$ cat src/rtl/core/dmp_pkg.sv
// shared types, sizes and codes for the dependency mask propagator
// no dependencies; compiled before every other file of the block
package dmp_pkg;

    localparam int WORK_DEPTH   = 1024;
    localparam int MASK_WIDTH   = 64;
    localparam int ADDR_W       = $clog2(WORK_DEPTH);
    localparam int SLOT_W       = 10;
    localparam int EXT_W        = 64;
    localparam int OP_W         = 3;
    // entries carry an epoch tag; a clear bumps the live epoch
    localparam int EPOCH_W      = 8;
    localparam int ENTRY_W      = EPOCH_W + MASK_WIDTH;
    localparam int SLOT_EXT_W   = (ADDR_W > SLOT_W) ? ADDR_W : SLOT_W;
    localparam int SLOT_RANGE_W = SLOT_EXT_W + 1;

    typedef logic [OP_W-1:0]       op_t;
    typedef logic [SLOT_W-1:0]     slot_t;
    typedef logic [ADDR_W-1:0]     addr_t;
    typedef logic [MASK_WIDTH-1:0] mask_t;
    typedef logic [EXT_W-1:0]      ext_t;
    typedef logic [EPOCH_W-1:0]    epoch_t;
    typedef logic [1:0]            sel_t;
    typedef logic [1:0]            wsrc_t;

    localparam op_t OP_CLEAR = 3'd0;
    localparam op_t OP_PARAM = 3'd1;
    localparam op_t OP_ARG   = 3'd2;
    localparam op_t OP_RES   = 3'd3;
    localparam op_t OP_OPER  = 3'd4;

    // slot address selects
    localparam sel_t SEL_DST   = 2'd0;
    localparam sel_t SEL_SRC_A = 2'd1;
    localparam sel_t SEL_SRC_B = 2'd2;

    // write data sources
    localparam wsrc_t WSRC_ZERO   = 2'd0;
    localparam wsrc_t WSRC_EXT    = 2'd1;
    localparam wsrc_t WSRC_OR_ACC = 2'd2;
    localparam wsrc_t WSRC_OR_EXT = 2'd3;

    typedef struct packed {
        logic  load;
        logic  rd_en;
        sel_t  rd_sel;
        logic  wr_en;
        sel_t  wr_sel;
        wsrc_t wr_src;
        logic  acc_ld;
        logic  out_ld;
        logic  out_kind;
        logic  epoch_inc;
        logic  sweep_wr;
        logic  sweep_done;
    } dmp_cmd_t;

    typedef struct packed {
        logic epoch_max;
        logic sweep_last;
        logic out_full;
    } dmp_stat_t;

endpackage

$ cat src/rtl/core/dmp_ctrl.sv
// controller: direction register and the sequencer that steps each instruction
// depends on dmp_pkg
module dmp_ctrl (
    input  logic               clk,
    input  logic               rst_n,
    input  logic               cfg_wr_en,
    input  logic               cfg_wr_data,
    input  logic               item_valid,
    input  dmp_pkg::op_t       item_op,
    input  logic               item_present,
    output logic               item_ready,
    input  logic               out_ready,
    input  dmp_pkg::dmp_stat_t st,
    output dmp_pkg::dmp_cmd_t  cmd
);
    import dmp_pkg::*;

    localparam logic [3:0] S_SWEEP   = 4'd0;
    localparam logic [3:0] S_IDLE    = 4'd1;
    localparam logic [3:0] S_WR_D    = 4'd2;
    localparam logic [3:0] S_RD_A    = 4'd3;
    localparam logic [3:0] S_RD_B    = 4'd4;
    localparam logic [3:0] S_FW_WR   = 4'd5;
    localparam logic [3:0] S_RD_D    = 4'd6;
    localparam logic [3:0] S_SEED    = 4'd7;
    localparam logic [3:0] S_ADJ_A   = 4'd8;
    localparam logic [3:0] S_ADJ_B   = 4'd9;
    localparam logic [3:0] S_OUT_CAP = 4'd10;
    localparam logic [3:0] S_IN_CLR  = 4'd11;
    localparam logic [3:0] S_ADJ_OUT = 4'd12;
    localparam logic [3:0] S_EMIT    = 4'd13;

    logic [3:0] state_reg;
    logic [3:0] state_next;
    logic       dir_reg;
    op_t        op_reg;
    logic       pres_reg;
    logic       accept;

    function automatic logic [3:0] first_state(input op_t op, input logic pres,
                                               input logic dir);
        logic [3:0] s;
        unique case (op)
            OP_PARAM: s = S_WR_D;
            OP_ARG:   s = dir ? S_RD_D : S_WR_D;
            OP_RES:   s = pres ? S_RD_A : S_IDLE;
            OP_OPER:  s = dir ? S_RD_D : S_RD_A;
            default:  s = S_IDLE;
        endcase
        return s;
    endfunction

    always_comb
    begin
        cmd          = '0;
        cmd.out_kind = dir_reg;
        state_next   = state_reg;
        item_ready   = 1'b0;
        unique case (state_reg)
            S_SWEEP:
            begin
                cmd.sweep_wr = 1'b1;
                if (st.sweep_last)
                begin
                    cmd.sweep_done = 1'b1;
                    state_next     = S_IDLE;
                end
            end
            S_IDLE:
            begin
                item_ready = 1'b1;
            end
            S_WR_D:
            begin
                cmd.wr_en  = 1'b1;
                cmd.wr_sel = SEL_DST;
                cmd.wr_src = (op_reg == OP_ARG) ? WSRC_EXT : WSRC_ZERO;
                item_ready = 1'b1;
                state_next = S_IDLE;
            end
            S_RD_A:
            begin
                cmd.rd_en  = 1'b1;
                cmd.rd_sel = SEL_SRC_A;
                if (dir_reg)
                begin
                    state_next = S_ADJ_OUT;
                end
                else if (op_reg == OP_OPER)
                begin
                    state_next = S_RD_B;
                end
                else
                begin
                    state_next = S_OUT_CAP;
                end
            end
            S_RD_B:
            begin
                cmd.acc_ld = 1'b1;
                cmd.rd_en  = 1'b1;
                cmd.rd_sel = SEL_SRC_B;
                state_next = S_FW_WR;
            end
            S_FW_WR:
            begin
                cmd.wr_en  = 1'b1;
                cmd.wr_sel = SEL_DST;
                cmd.wr_src = WSRC_OR_ACC;
                item_ready = 1'b1;
                state_next = S_IDLE;
            end
            S_RD_D:
            begin
                cmd.rd_en  = 1'b1;
                cmd.rd_sel = SEL_DST;
                state_next = (op_reg == OP_OPER) ? S_SEED : S_IN_CLR;
            end
            S_SEED:
            begin
                cmd.acc_ld = 1'b1;
                cmd.wr_en  = 1'b1;
                cmd.wr_sel = SEL_DST;
                cmd.wr_src = WSRC_ZERO;
                cmd.rd_en  = 1'b1;
                cmd.rd_sel = SEL_SRC_A;
                state_next = S_ADJ_A;
            end
            S_ADJ_A:
            begin
                cmd.wr_en  = 1'b1;
                cmd.wr_sel = SEL_SRC_A;
                cmd.wr_src = WSRC_OR_ACC;
                cmd.rd_en  = 1'b1;
                cmd.rd_sel = SEL_SRC_B;
                state_next = S_ADJ_B;
            end
            S_ADJ_B:
            begin
                cmd.wr_en  = 1'b1;
                cmd.wr_sel = SEL_SRC_B;
                cmd.wr_src = WSRC_OR_ACC;
                item_ready = 1'b1;
                state_next = S_IDLE;
            end
            S_OUT_CAP:
            begin
                cmd.acc_ld = 1'b1;
                state_next = S_EMIT;
            end
            S_IN_CLR:
            begin
                cmd.acc_ld = 1'b1;
                cmd.wr_en  = 1'b1;
                cmd.wr_sel = SEL_DST;
                cmd.wr_src = WSRC_ZERO;
                state_next = pres_reg ? S_EMIT : S_IDLE;
            end
            S_ADJ_OUT:
            begin
                cmd.wr_en  = 1'b1;
                cmd.wr_sel = SEL_SRC_A;
                cmd.wr_src = WSRC_OR_EXT;
                item_ready = 1'b1;
                state_next = S_IDLE;
            end
            S_EMIT:
            begin
                if (!st.out_full || out_ready)
                begin
                    cmd.out_ld = 1'b1;
                    item_ready = 1'b1;
                    state_next = S_IDLE;
                end
            end
            default:
            begin
                state_next = S_IDLE;
            end
        endcase

        accept = item_valid && item_ready;
        if (accept)
        begin
            cmd.load   = 1'b1;
            state_next = first_state(item_op, item_present, dir_reg);
            // clear: bump the epoch, or sweep the store when the tags run out
            if (item_op == OP_CLEAR)
            begin
                if (st.epoch_max)
                begin
                    state_next = S_SWEEP;
                end
                else
                begin
                    cmd.epoch_inc = 1'b1;
                end
            end
        end
    end

    always_ff @(posedge clk or negedge rst_n)
    begin
        if (!rst_n)
        begin
            state_reg <= S_SWEEP;
            dir_reg   <= 1'b0;
            op_reg    <= OP_CLEAR;
            pres_reg  <= 1'b0;
        end
        else
        begin
            state_reg <= state_next;
            if (cfg_wr_en)
            begin
                dir_reg <= cfg_wr_data;
            end
            if (accept)
            begin
                op_reg   <= item_op;
                pres_reg <= item_present;
            end
        end
    end

`ifndef ASSERT_OFF
    a_sweep_ends: assert property (@(posedge clk) disable iff (!rst_n)
        (state_reg == S_SWEEP && st.sweep_last) |=> (state_reg == S_IDLE))
        else $error("sweep did not return to idle after the last entry");

    a_wrap_sweeps: assert property (@(posedge clk) disable iff (!rst_n)
        (accept && item_op == OP_CLEAR && st.epoch_max) |=> (state_reg == S_SWEEP))
        else $error("epoch wrap did not start a store sweep");

    a_out_free: assert property (@(posedge clk) disable iff (!rst_n)
        cmd.out_ld |-> (!st.out_full || out_ready))
        else $error("result register overwritten while still held");
`endif

endmodule

$ cat config.mk
export PLATFORM = sky130hd
export DESIGN_NAME = dmp_ctrl
export DESIGN_NICKNAME = d
export VERILOG_FILES = /design/src/rtl/core/dmp_pkg.sv /design/src/rtl/core/dmp_ctrl.sv
export SDC_FILE = /design/constraint.sdc
export NUM_CORES = 1
export LEC_CHECK = 0
export BUFFER_PORTS_ARGS = -buffer_cell sky130_fd_sc_hd__buf_2
export CAP_MARGIN = 30
export CORE_UTILIZATION = 51
export CTS_CLUSTER_DIAMETER = 60
export CTS_CLUSTER_SIZE = 30
export DETAILED_ROUTE_END_ITERATION = 16
export PLACE_DENSITY = 0.82
export SETUP_SLACK_MARGIN = 0.3
export SYNTH_ARGS = -nofsm -noshare
export SYNTH_HDL_FRONTEND = slang
export SYNTH_SLANG_ARGS = --single-unit
$ cat constraint.sdc
create_clock -name clk -period 4.9 [get_ports clk]
set_input_delay 0.98 -clock clk [delete_from_list [all_inputs] [get_ports clk]]
set_output_delay 0.98 -clock clk [all_outputs]
set_load 0.02 [all_outputs]
==> metrics, run 1 <==
WL/cell 12.8 um; Crit Path Class flop to output pin; PwrDens 572 nW/um2; WP data arrival 2.13 ns; post-synth top area cell dfrtp_1; Layout Nets 135; synth warn 0; main area contributors after synthesis dfrtp_1 29%, mux2_4 7.6%, o21ai_0 5.7%; Design Power 537 uW; Vias per Instance 5.68; Synth Instances 96; Max VDD drop 307 uV; I/O pins 29; Max stage delay on crit path 0.60 ns; Min-Delay Path Depth 1; number of diodes 0; GRT Overall Usage 22.3%; startpoint types flop; final hold violation count 0; Worst path top cell family by delay simple AND/OR/NAND/NOR gates; Hold Path Origin op_reg[1]; input/output buffers 28; first-pass GRT wire length 2.40 mm; final wirelength 1.74 mm; fin crit period 3.11 ns; Reg2Reg Setup Slack 3.04 ns; worst path bufs/invs 1; full die area 1710 um2; number of setup buffers added after CTS 0; share of synthesized registers carrying an async set or reset 100%; Clock Skews 0.00199 ns; vias in the first global route 611; area delta synth->final 19.0%; hold crit path type flop to flop; status finished, final reports clean; RD Place Congestion 0.778; Seq/Total Area, Yosys 28.5%; Clock Path Buffers 2; fin crit share 63.5%; CTS Buf Count 3; Post-Syn Area 790 um2; Max-Cap Viols 0; final instance area 940 um2; r2r startpoint state_reg[0]; Slew Limit Headroom 67.6%; DRT antenna net count 0; setup_tns 0 ns; clock slew at reported path FFs 0.06 ns; Required @ worst endpoint 3.92 ns; Leak 0.000470 uW; post-synth top area share 28.5%; initial antenna violation count 0; first-pass iteration count of the detailed router 4; layout cells sized above 1 33.1%; Root Buffer clkbuf_4; CP Capture Type output pin; EDFF count, synth 0; worst r2r path cells 4; Sink Count 9; fin util 68.8%; Post-CTS Hold Fix Bufs 0; Core Area 1370 um2; Yosys cell types 35; crit-path cells or4b_1, o221ai_2, nand2_4, nor4b_2, buf_2; Cell Rows 13; CP Launch Point state_reg[0]; Max Freq 0.322 GHz; ys flop type dfrtp_1; DPL Wire Length 1.26 mm; slowest CP cell or4b_1; Die Ht 41.3 um; Syn Area/Cell 8.22 um2; Final Max Slew Viols 0; global route overflow 0; Cell Area, Placed 913 um2; CTS tree yes; Mapped Nets 109; Initial Util 57.8%; post-cts gate resize count 0; Post-synth top cells 12 x nor2_1, 9 x dfrtp_1, 9 x o21ai_0; hold endpoint op_reg[1]; Die W 41.3 um; via count 773; largest net degree at the start of global routing 19; number of flip-flops in the largest register 4; most numerous cell in the Yosys netlist nor2_1; crit path max fanout 18; #FFs+latches synth 9; # DRC 0; worst slew pin tran 0.486 ns; RSZ-0062 raised after global routing no; H-tree Lvls 1; Fillers 118; DR iter-0 viols 15; # setup viols final 0; Skew-Pair Late Insertion Delay 0.26 ns; reg-to-reg endpoint op_reg[2]
[routing by layer]
layer	vias to the layer above	wire length, um	GRT usage, %
met1	355	805	26.2
met5	-	0	0
li1	393	-	-
met4	0	9	10.5
met3	2	105	9.04
met2	23	823	35.2
[through the flow]
stage | cells | setup slack [ns] | hold slack, ns
after floorplan | 96 | 1.78 | 0.488
after global placement | 132 | 1.92 | 0.519
after detailed placement | 132 | 1.85 | 0.531
after CTS | 136 | 1.78 | 0.547
after global routing | 136 | 1.69 | 0.573
final | 136 | 1.79 | 0.549
[final cells by class]
| type | instances | area, um2 | area share (%) |
|---|---|---|---|
| inverter | 4 | 15.0 | 1.60 |
| multi-input combinational | 76 | 514 | 54.7 |
| tap | 15 | 18.8 | 2.00 |
| clock buffer | 4 | 26.3 | 2.80 |
| sequential | 9 | 225 | 24.0 |
| timing repair buffer | 28 | 140 | 14.9 |
[cells by family (layout without fill, tap and decap cells)]
| family | Yosys count | count (layout) | synth area share, % |
|---|---|---|---|
| flops | 9 | 9 | 28.5 |
| compound gates | 24 | 24 | 19.5 |
| buf+inv | 11 | 36 | 6.34 |
| mux | 6 | 6 | 10.1 |
| xor+xnor | 2 | 2 | 2.22 |
| simple gates | 44 | 44 | 33.3 |
[where the power goes]
group / internal, uW / leakage (uW) / switching, uW
clock: 31.4 / 0.0000150 / 26.4
combinational: 139 / 0.000346 / 171
sequential: 105 / 0.000109 / 65.1
[how the worst max path moves through the flow]
stage / endpoint / slack [ns] / depth (start not counted)
6_report: cmd[2] / 1.79 / 5
5_1_grt: cmd[2] / 1.69 / 5
4_1_cts: cmd[2] / 1.78 / 5
3_5_place_dp: cmd[2] / 1.85 / 6
3_3_place_gp: cmd[2] / 1.92 / 6
2_1_floorplan: cmd[2] / 1.78 / 4
[cell usage in the layout, fill, tap and decap left out, types with 2 or more instances in the layout]
cell type  Yosys  routed
or2b_1         2       2
nor2_1        12      12
mux2_4         4       4
and2_1         2       2
clkbuf_4       0       3
inv_1          4       4
xor2_1         2       2
and4b_1        2       2
mux2i_1        2       2
a21oi_1        6       6
nand2b_1       4       4
dfrtp_1        9       9
buf_2          1      28
o21ai_0        9       9
nand2_1        6       6
nor2b_1        7       7
(Power assumes the default switching activity.)
==> run 2, diff against run 1 <==
CORE_UTILIZATION = 43   (was 51)
PLACE_DENSITY = 0.74   (was 0.82)
clock period = 2.8 ns   (was 4.9 ns; I/O delays follow)
==> metrics, run 2 (synthesis gave the netlist of run 1 again) <==
register area 228 um2; Slew Limit Headroom 73.5%; Cell Rows 15; number of diodes 0; status finished, final reports clean; CTS tree yes; met2 routed WL 907 um; I/O pins 29; WL met3 107 um; WP data arrival 1.84 ns; RSZ-0062 raised after global routing no; GRT Overall Usage 19.8%; Core Area 1730 um2; met1 WL 881 um; initial antenna violation count 0; input/output buffers 28; Vias per Instance 5.23; layout cells sized above 1 40.6%; vias in the first global route 671; DPL Wire Length 1.32 mm; commonest non-fill, non-tap cell in the layout buf_2; H-tree Lvls 1; Die W 44.9 um; Layout Nets 147; Die Ht 44.9 um; fin crit share 85.7%; Clock Skews 0.00543 ns; Sink Count 9; multi-input logic area 523 um2; crit path max fanout 6; first-pass iteration count of the detailed router 4; Max VDD drop 461 uV; first-pass GRT wire length 2.90 mm; startpoint types flop; via count 826; Fillers 158; final hold violation count 0; full die area 2010 um2; # setup viols final 0; Max Freq 0.417 GHz; hold crit path type input port to async pin; RD Place Congestion 0.816; CP Capture Type output pin; DR iter-0 viols 23; Clock Path Buffers 2; largest net degree at the start of global routing 16; Required @ worst endpoint 2.24 ns; Root Buffer clkbuf_4; crit-path cells or4b_1, o221ai_2, nand2_4, nor4b_4, buf_4; commonest cells after routing, fill and taps aside 27 x buf_2, 13 x buf_4, 12 x nor2_1; slowest CP cell or4b_1; Final Max Slew Viols 0; Max-Cap Viols 0; Skew-Pair Late Insertion Delay 0.26 ns; Post-CTS Hold Fix Bufs 0; fin util 61.2%; setup_tns 0 ns; final instance area 1060 um2; Cell Area, Placed 941 um2; fin crit period 2.40 ns; WL/cell 12.2 um; PwrDens 998 nW/um2; Fin Hold WS 0.139 ns; area delta synth->final 33.8%; Top Metal Used met4; Initial Util 45.7%; worst slew pin tran 0.394 ns; Leak 0.000530 uW; Max stage delay on crit path 0.53 ns; final wirelength 1.93 mm; DRT antenna net count 0; global route overflow 0; number of flip-flops in the largest register 4; # DRC 0; CTS Buf Count 3; clock slew at reported path FFs 0.07 ns; Crit Path Class flop to output pin; Design Power 1050 uW
run 2: cell count changes in the layout (fill, tap and decap cells not counted), sizes merged:
| cell | before | now |
|---|---|---|
| buf | 28 | 40 |
run 2: path summary, 6_finish.rpt:
kind | slack [ns] | cells past startpoint | to | startpoint
worst max-delay path | 0.40 | 5 | cmd[2] | state_reg[0]
worst min-delay path | 0.14 | 1 | pres_reg | rst_n
worst max register to register | 1.05 | 5 | op_reg[2] | state_reg[0]
worst min register to register | 0.55 | 1 | op_reg[1] | op_reg[1]
max in group asynchronous | 2.45 | 1 | state_reg[3] | rst_n
min in group clk | 0.49 | 2 | dir_reg | cfg_wr_en
run 2: repair_timing:
action | CTS | global route
resized for setup | 2 | 2
pin swaps | 0 | 2
setup buffers | 1 | 9
setup endpoints to repair | 1 | 1
run 2: where the power goes:
| part | internal, uW | leakage (uW) | total, uW | switching, uW |
|---|---|---|---|---|
| clock | 55.0 | 0.0000150 | 103 | 47.7 |
| combinational | 324 | 0.000409 | 703 | 380 |
| sequential | 186 | 0.000106 | 248 | 61.4 |
run 2: area by class of cell:
type / count / area share, %
repair buffers: 40 / 22.0
well taps: 25 / 2.96
flip-flops and latches: 9 / 21.6
clock buffers: 4 / 2.49
multi-input cells: 76 / 49.5
inverters: 4 / 1.42
run 2: per-layer routing:
metal  track usage [%]  vias up
met1              25.7      376
met4              8.48        0
li1                  -      415
met2              29.4       30
met3              7.60        5
met5                 0        -
run 2: through the flow:
step	cells	worst slack, ns
floorplan	96	0.478
global placement	144	0.531
detailed placement	144	0.504
CTS	149	0.309
global route	158	0.314
finish	158	0.400
run 2: worst max-delay path: cells and delay by family, from the launching register on:
family                 cells  cell delay (ns)
AO/OA/AOI/OAI              1             0.11
buffers and inverters      1             0.17
AND/OR/NAND/NOR            3             0.86
flip-flops                 1             0.44
